$ cat config.mk
export PLATFORM = sky130hd
export DESIGN_NAME = biq_cfg
export DESIGN_NICKNAME = d
export VERILOG_FILES = /design/src/design/biq_pkg.sv /design/src/design/biq_cfg.sv
export SDC_FILE = /design/constraint.sdc
export NUM_CORES = 1
export LEC_CHECK = 0
export ABC_AREA = 1
export BUFFER_PORTS_ARGS = -buffer_cell sky130_fd_sc_hd__clkbuf_2
export CORE_UTILIZATION = 42
export CTS_CLUSTER_SIZE = 20
export DETAILED_ROUTE_END_ITERATION = 10
export GPL_TIMING_DRIVEN = 0
export PLACE_DENSITY = 0.73
export SETUP_SLACK_MARGIN = 0.05
export SKIP_LAST_GASP = 1
export SLEW_MARGIN = 0
export SYNTH_ARGS = -nofsm -noshare
export SYNTH_HDL_FRONTEND = slang
export SYNTH_SLANG_ARGS = --single-unit
$ cat constraint.sdc
create_clock -name clk -period 0.92 [get_ports clk]
set_clock_uncertainty 0.2 [all_clocks]
set_input_delay 0 -clock clk [delete_from_list [all_inputs] [get_ports clk]]
set_output_delay 0 -clock clk [all_outputs]
set_load 0.005 [all_outputs]
$ cat src/design/biq_pkg.sv
// Shared widths, register codes and types of the biquad filter with output clamp.
`default_nettype none

package biq_pkg;

	// Sample, coefficient and accumulator widths.
	localparam int DATA_WIDTH      = 32;
	localparam int COEF_WIDTH      = 32;
	localparam int COEF_FRAC_BITS  = 28;
	localparam int PROD_WIDTH      = DATA_WIDTH + COEF_WIDTH;
	// Five products need three guard bits.
	localparam int ACC_WIDTH       = PROD_WIDTH + 3;
	localparam int Q_WIDTH         = ACC_WIDTH - COEF_FRAC_BITS;
	localparam int CFG_INDEX_WIDTH = 3;
	localparam int CFG_DATA_WIDTH  = (DATA_WIDTH > COEF_WIDTH) ? DATA_WIDTH : COEF_WIDTH;

	// Reset values.
	localparam logic [COEF_WIDTH-1:0] COEF_ONE = COEF_WIDTH'(1) << COEF_FRAC_BITS;
	localparam logic [DATA_WIDTH-1:0] DATA_MAX = {1'b0, {(DATA_WIDTH-1){1'b1}}};
	localparam logic [DATA_WIDTH-1:0] DATA_MIN = {1'b1, {(DATA_WIDTH-1){1'b0}}};

	// Configuration register indexes.
	typedef enum logic [CFG_INDEX_WIDTH-1:0] {
		REG_COEF_B0      = 3'd0,
		REG_COEF_B1      = 3'd1,
		REG_COEF_B2      = 3'd2,
		REG_COEF_A1      = 3'd3,
		REG_COEF_A2      = 3'd4,
		REG_CLAMP_ENABLE = 3'd5,
		REG_LIMIT_LOW    = 3'd6,
		REG_LIMIT_HIGH   = 3'd7
	} cfg_reg_t;

	// Current register contents as seen by the datapath.
	typedef struct packed {
		logic [COEF_WIDTH-1:0] b0;
		logic [COEF_WIDTH-1:0] b1;
		logic [COEF_WIDTH-1:0] b2;
		logic [COEF_WIDTH-1:0] a1;
		logic [COEF_WIDTH-1:0] a2;
		logic                  clamp_enable;
		logic [DATA_WIDTH-1:0] limit_low;
		logic [DATA_WIDTH-1:0] limit_high;
	} biq_cfg_t;

	// Filter history: two past inputs and two past outputs.
	typedef struct packed {
		logic [DATA_WIDTH-1:0] x1;
		logic [DATA_WIDTH-1:0] x2;
		logic [DATA_WIDTH-1:0] y1;
		logic [DATA_WIDTH-1:0] y2;
	} biq_hist_t;

	// One result word.
	typedef struct packed {
		logic                  overflowed;
		logic                  limit_hit;
		logic [DATA_WIDTH-1:0] sample;
	} biq_result_t;

endpackage

`default_nettype wire

$ cat src/design/biq_cfg.sv
// Configuration register file of the biquad filter.
`default_nettype none

module biq_cfg (
	input  wire logic                                 clk,
	input  wire logic                                 arst_n,
	input  wire logic                                 cfg_we,
	input  wire logic [biq_pkg::CFG_INDEX_WIDTH-1:0]  cfg_index,
	input  wire logic [biq_pkg::CFG_DATA_WIDTH-1:0]   cfg_data,
	output biq_pkg::biq_cfg_t                         cfg
);
	import biq_pkg::*;

	biq_cfg_t cfg_q;

	// Register writes; bits above a register's width are dropped.
	always_ff @(posedge clk or negedge arst_n) begin
		if (!arst_n) begin
			cfg_q.b0           <= COEF_ONE;
			cfg_q.b1           <= '0;
			cfg_q.b2           <= '0;
			cfg_q.a1           <= '0;
			cfg_q.a2           <= '0;
			cfg_q.clamp_enable <= 1'b0;
			cfg_q.limit_low    <= DATA_MIN;
			cfg_q.limit_high   <= DATA_MAX;
		end else if (cfg_we) begin
			unique case (cfg_reg_t'(cfg_index))
				REG_COEF_B0:      cfg_q.b0           <= cfg_data[COEF_WIDTH-1:0];
				REG_COEF_B1:      cfg_q.b1           <= cfg_data[COEF_WIDTH-1:0];
				REG_COEF_B2:      cfg_q.b2           <= cfg_data[COEF_WIDTH-1:0];
				REG_COEF_A1:      cfg_q.a1           <= cfg_data[COEF_WIDTH-1:0];
				REG_COEF_A2:      cfg_q.a2           <= cfg_data[COEF_WIDTH-1:0];
				REG_CLAMP_ENABLE: cfg_q.clamp_enable <= cfg_data[0];
				REG_LIMIT_LOW:    cfg_q.limit_low    <= cfg_data[DATA_WIDTH-1:0];
				REG_LIMIT_HIGH:   cfg_q.limit_high   <= cfg_data[DATA_WIDTH-1:0];
			endcase
		end
	end

	assign cfg = cfg_q;

endmodule

`default_nettype wire

---- Word level (Yosys, flattened, before mapping) ----
Cells that the tools add are included.
W data, S select, Z words.
operators by class
  eq/ne operators ......................... 7
  reductions and logical operators ........ 9
operators with widths
  cell                  count
  $reduce_and A2 Y1     8
  $eq A3 B3 Y1 const B  4
  $eq A3 B2 Y1 const B  2
  $eq A3 B1 Y1 const B  1
  $logic_not A3 Y1      1
word-level totals
  register bits after elaboration ......... 225
  input port bits ......................... 38
  output and inout port bits .............. 225
  word-level logic and storage cells ...... 24

---- Longest topological paths before layout ----
Gate-level depths: netlist of the first run.
  depth in word-level cells ............... 2
  mapped depth ............................ 6

---- Worst setup path after synthesis of the first run ----
No wires, ideal clock.
  kind .................................... input port to flip-flop
  start point ............................. input port cfg_index[0] (netlist bit)
  end point ............................... register cfg_q, in the netlist cfg[162]
  library setup time ...................... 0.117 ns
  arrival time ............................ 0.675 ns
  setup slack ............................. -0.072 ns
  cell stages on the path ................. 6
  buffers on the path ..................... 1
  path through ............................ inv_1 -> nor2_2 -> nand2_1 -> clkbuf_1 -> nand2_1 -> nand2_1
on the way
  word-level cells in the longest chain between the ends .. 2
RTL lines
  what                         line           text
  start, declared              biq_cfg.sv:8   input wire logic [biq_pkg::CFG_INDEX_WIDTH-1:0] cfg_index,
  $eq A3 B1 Y1                 biq_cfg.sv:28  unique case (cfg_reg_t'(cfg_index))
  $reduce_and A2 Y1 (no line)  -
  end, declared                biq_cfg.sv:14  biq_cfg_t cfg_q;
No other way between the ends.
A chain may end at the register's enable or synchronous reset.

---- Worst setup path in the final report of the first run ----
  start point ............................. register cfg_q, in the netlist cfg[4]
  end point ............................... output port cfg[4] (netlist bit)
RTL lines
  what           line           text
  end, declared  biq_cfg.sv:10  output biq_pkg::biq_cfg_t cfg
No word-level cell between the ends.

==> results.json, run 1 <==
{
  "run_status": "finished with violations",
  "failed_checks": "hold timing, setup timing",
  "yosys.area.top_type_share_pct": 55.12,
  "fmaxAchievable_mhz": 724.1,
  "syn_avg_cell_area_um2": 8.877,
  "worst_slew_pin_slew_ns": 0.5435,
  "fillCellCount": 1576,
  "drt-initial-drc-count": 653,
  "fin_crit_ns": 1.381,
  "drtAntennaViolNets": 0,
  "worstSkewPairLatency_ns": 0.51,
  "grt_usage_pct": 26.88,
  "cp-end-kind": "output port",
  "p_int_w": 0.02177,
  "crit_type": "reg2out",
  "die_h_um": 146.1,
  "dpl.hpwl_um": 18840,
  "p_sw_share_pct": 28.58,
  "crit_slowest_cell": "dfstp_2",
  "drc": 0,
  "synth_seq_cells": 225,
  "cts_sinks": 225,
  "antenna_found_initial": 0,
  "p_leak_nw": 7.419,
  "grt_pass1_wl_um": 44200,
  "syn2layout_area_growth_pct": 52.76,
  "syn-num-nets": 1020,
  "clkSlewWorstSetupHoldPaths_ns": 0.06,
  "power_w": 0.03048,
  "crit_chain": "clkbuf_2",
  "ys.warnings.count": 0,
  "dr_total_vias": 8486,
  "wl_um": 30670,
  "cp_num_buf_inv": 1,
  "whs_ns": -0.7866,
  "slowest_delay_ns": 0.55,
  "yosysUniqueCellTypes": 12,
  "p_per_area_nw_per_um2": 2289,
  "ys_seq_area_share_pct": 65.06,
  "portBuffers": 261,
  "gp_congestion": 0.7902,
  "required_ns": 0.72,
  "finalCritPeriodShare_pct": 150.1,
  "finalHoldViolations": 360,
  "io_pins": 263,
  "hold_class": "in2async",
  "ctsLongestPathBuffers": 3,
  "fin_ws_ns": -0.4611,
  "p_sw_w": 0.008710,
  "cp-start-kind": "flop",
  "irDropWorstVdd_mv": 1.394,
  "cpLargestDelayFamily": "flip-flops",
  "cp_max_fo": 2,
  "combPwrFrac_pct": 24.3,
  "yosys-top-cells-area": "dfrtp_1, nand2_1, dfstp_2, nand3_1, buf_2",
  "die_area_um2": 21340,
  "final_layout_size_suffix_gt1_share_pct": 42.66,
  "overflow": 0,
  "row_count": 52,
  "rsz0062_at_grt": "true",
  "die-width_um": 146.1,
  "wl_per_cell_um": 17.96,
  "ctsHtreeMaxLevel": 1,
  "post_synth_instance_area_um2": 8717,
  "post-place-cells": 1515,
  "arrival_ns": 1.18,
  "final_max_slew_viol_count": 0,
  "syn_inst": 982,
  "cts-root-buf": "clkbuf_16",
  "antenna-diode-count": 0,
  "coreArea_um2": 20300,
  "grt_pass1_vias": 7725,
  "finalSetupViolCount": 269,
  "yosysTopAreaCell": "dfrtp_1",
  "slew_headroom_pct": 63.77,
  "p_clk_share_pct": 32.4,
  "largest_reg_flops": 225,
  "firstDrtPassIters": 5,
  "cts_buffers": 25,
  "initial_core_util_pct": 42.94,
  "drv_cap": 0,
  "p_seq_share_pct": 43.4,
  "viasPerCell": 4.971,
  "cts_tree": "yes",
  "grt_max_degree": 106,
  "stdcell_count": 1707,
  "nets": 1456
}
==> cell usage in the layout (no fill, tap or decap), types with 2 or more instances in the layout <==
cell type,synthesis,routed
nand2_2,0,91
nand3_1,129,129
nor2_4,1,6
clkbuf_2,0,252
buf_4,0,37
clkinv_2,0,9
clkbuf_4,0,16
dfstp_2,33,33
clkbuf_1,31,5
inv_2,2,2
buf_12,0,3
inv_1,4,3
nand2_4,0,4
buf_2,24,17
dlygate4sd3_1,0,32
buf_6,0,100
buf_16,0,2
nand2_1,558,463
dfrtp_1,192,192
clkbuf_8,0,11
clkbuf_16,0,26
==> repair_timing <==
action / CTS / global route
setup buffers: 61 / 75
hold buffers: 32 / 1
gates resized for setup: 28 / 213
pin swaps: 4 / 51
endpoints found under the hold margin: 450 / 314
endpoints found under the setup margin: 340 / 420
==> stage by stage <==
stage | utilization (%) | TNS, ns | setup WS [ns] | instance area [um2] | hold WS (ns)
after floorplan | - | -0.9859 | -0.03074 | 8872 | -0.4956
after CTS | 60.37 | -74.19 | -0.4717 | 12260 | -0.8582
after detailed placement | 52.12 | -122.16 | -0.7788 | 10580 | -0.3204
after global routing | 65.60 | -82.13 | -0.5034 | 13320 | -0.7879
after global placement | 51.81 | -1147.81 | -4.818 | 10520 | 0.1166
final | 65.60 | -73.01 | -0.4611 | 13320 | -0.7866
==> power groups by stage <==
stage / combinational (W) / sequential, W / clock, W
finish: 0.00740 / 0.0132 / 0.00986
global route: 0.00805 / 0.0134 / 0.0104
CTS: 0.00589 / 0.0130 / 0.00998
detailed placement: 0.00500 / 0.0131 / 0
global placement: 0.00483 / 0.0131 / 0
floorplan: 0.00175 / 0.0132 / 0
==> cell families (layout without fill, tap and decap cells) <==
group / count (synthesis) / count (layout) / share of synthesized area (%)
buffers and inverters: 63 / 518 / 3.057
DFF: 225 / 225 / 65.06
and+or+nand+nor: 694 / 694 / 31.88
==> synth_stat cells <==
library cell / instances
buf_1: 2
buf_2: 24
clkbuf_1: 31
dfrtp_1: 192
dfstp_2: 33
inv_1: 4
inv_2: 2
nand2_1: 558
nand3_1: 129
nor2_1: 4
nor2_2: 2
nor2_4: 1
==> worst paths after layout <==
kind / from / endpoint / slack, ns / cells past startpoint
worst max-delay path: cfg[4] / cfg[4] / -0.46 / 1
worst min-delay path: arst_n / cfg[114] / -0.79 / 2
worst max register to register: cfg[100] / cfg[100] / -0.11 / 4
worst min register to register: cfg[11] / cfg[11] / 0.26 / 2
max in group asynchronous: arst_n / cfg[3] / 0.57 / 3
min in group clk: cfg_index[0] / cfg[129] / -0.31 / 4
==> layout make-up <==
class	instances	area, um2	share of cell area [%]
Timing Repair Buffer	409	2992	22.47
Inverter	6	25.02	0.1879
Multi-Input combinational cell	694	3072	23.07
Clock inverter	11	83.83	0.6295
Clock buffer	35	734.5	5.515
Buffer	57	400.4	3.007
Tap cell	270	337.8	2.537
Sequential cell	225	5672	42.59
==> metal layers <==
| layer | vias to the layer above | routed length, um | global-route usage, % |
|---|---|---|---|
| li1 | 3937 | - | - |
| met1 | 4093 | 12710 | 37.91 |
| met2 | 397 | 14940 | 42.51 |
| met3 | 59 | 2351 | 5.188 |
| met4 | 0 | 665 | 7.656 |
| met5 | - | 0 | 0 |
Power figures use the tool's default switching activity.
==> run 2, diff against run 1 <==
CTS_BUF_LIST = sky130_fd_sc_hd__clkbuf_4 sky130_fd_sc_hd__clkbuf_8 sky130_fd_sc_hd__clkbuf_16   (was not set)
==> results.json, run 2 (synthesized netlist as in run 1, its figures left out) <==
{
  "largest_reg_flops": 225,
  "cp-end-kind": "output port",
  "grt_pass1_vias": 7765,
  "cpLargestDelayFamily": "flip-flops",
  "power_w": 0.03070,
  "cp_max_fo": 2,
  "final_layout_size_suffix_gt1_share_pct": 43.59,
  "p_per_area_nw_per_um2": 2291,
  "grt-busiest-layer": "met2",
  "required_ns": 0.72,
  "crit_slowest_cell": "dfstp_2",
  "grt_usage_pct": 26.94,
  "crit_chain": "clkbuf_2",
  "antenna_found_initial": 0,
  "cts_sinks": 225,
  "whs_ns": -0.7930,
  "layout.cells.most_common": "nand2_1",
  "grt_util_met2_pct": 42.70,
  "cp-start-kind": "flop",
  "overflow": 0,
  "cp_num_buf_inv": 1,
  "slowest_delay_ns": 0.55,
  "finalHoldViolations": 370,
  "irDropWorstVdd_mv": 1.389,
  "p_leak_nw": 7.470,
  "stdcell_count": 1713,
  "fin_crit_ns": 1.383,
  "grt_max_degree": 106,
  "finalSetupViolCount": 273,
  "coreArea_um2": 20300,
  "firstDrtPassIters": 5,
  "cts_buffers": 25,
  "io_pins": 263,
  "hold_class": "in2async",
  "nets": 1462,
  "finalCritPeriodShare_pct": 150.3,
  "drtAntennaViolNets": 0,
  "initial_core_util_pct": 42.94,
  "viasPerCell": 4.947,
  "failed_checks": "hold timing, setup timing",
  "final_max_slew_viol_count": 0,
  "cts-root-buf": "clkbuf_16",
  "worstSkewPairLatency_ns": 0.51,
  "drv_cap": 0,
  "grt_util_met3_pct": 5.375,
  "portBuffers": 261,
  "cts_tree": "yes",
  "drc": 0,
  "worst_slew_pin_slew_ns": 0.5474,
  "fin_util_pct": 66.01,
  "fmaxAchievable_mhz": 723.2,
  "run_status": "finished with violations",
  "grt_pass1_wl_um": 44370,
  "layout_common_cells": "nand2_1, clkbuf_2, dfrtp_1, nand3_1, buf_6",
  "wl_um": 30610,
  "ctsHtreeMaxLevel": 1,
  "wl_per_cell_um": 17.87,
  "dpl.hpwl_um": 18840,
  "rsz0062_at_grt": "true",
  "antenna-diode-count": 0,
  "post-place-cells": 1515,
  "die_h_um": 146.1,
  "slew_headroom_pct": 63.51,
  "gp_congestion": 0.7902,
  "arrival_ns": 1.18,
  "row_count": 52,
  "met1_usage_pct": 37.87,
  "finalSetupTns_ns": -73.60,
  "syn2layout_area_growth_pct": 53.73,
  "drt-initial-drc-count": 653,
  "fin_ws_ns": -0.4627,
  "clkSlewWorstSetupHoldPaths_ns": 0.06,
  "ctsLongestPathBuffers": 3,
  "dr_total_vias": 8474,
  "crit_type": "reg2out",
  "die_area_um2": 21340,
  "die-width_um": 146.1
}
run 2: cell types whose count changed in the layout (fill, tap and decap cells not counted):
| cell | delta |
|---|---|
| buf_6 | +4 |
| buf_2 | -1 |
| clkbuf_4 | +4 |
| nand2_1 | -5 |
| nand2_4 | -1 |
| buf_4 | +2 |
| clkbuf_2 | +2 |
| nand2_2 | +6 |
| clkbuf_1 | -5 |
run 2: what timing repair did:
item	CTS	global route
setup buffers	63	79
endpoints found under the setup margin	339	419
pin swaps	5	49
hold endpoints to repair	450	340
cloned	0	0
hold buffers	32	1
gates resized for setup	28	221
run 2: through the flow:
stage	cell area, um2	worst slack [ns]	hold slack, ns
after floorplan	8872	-0.03074	-0.4956
after global placement	10520	-4.818	0.1166
after detailed placement	10580	-0.7788	-0.3204
after CTS	12290	-0.4717	-0.8587
after global routing	13400	-0.4968	-0.7941
final	13400	-0.4627	-0.7930
run 2: layout make-up:
class,instances,area [um2]
Fill cell,1557,6899
Multi-Input combinational cell,694,3079
Buffer,57,401.6
Clock inverter,11,83.83
Timing Repair Buffer,415,3052
Sequential cell,225,5672
Inverter,6,25.02
Clock buffer,35,749.5
Tap cell,270,337.8
run 2: per-layer routing:
layer	wire (um)	vias to the layer above
li1	-	3951
met1	12910	4127
met2	14760	342
met3	2285	54
met4	658	0
met5	0	-
run 2: final timing paths:
| check | startpoint | to | slack, ns | cells past startpoint |
|---|---|---|---|---|
| min in group clk | cfg_index[0] | cfg[129] | -0.32 | 4 |
| max in group asynchronous | arst_n | cfg[18] | 0.57 | 3 |
| hold / removal | arst_n | cfg[212] | -0.79 | 2 |
| hold reg to reg | cfg[3] | cfg[3] | 0.26 | 2 |
| setup reg to reg | cfg[100] | cfg[100] | -0.11 | 4 |
| setup / recovery | cfg[4] | cfg[4] | -0.46 | 1 |
run 2: where the power goes:
group / internal, W / switching (W)
logic: 0.00403 / 0.00345
registers: 0.0120 / 0.00125
clock network: 0.00597 / 0.00405
run 2: worst reg2reg max path, stage by stage (launching register included):
cell	delay (ns)
dfrtp_1	0.40
buf_6	0.12
buf_6	0.11
nand2_2	0.05
nand2_1	0.04
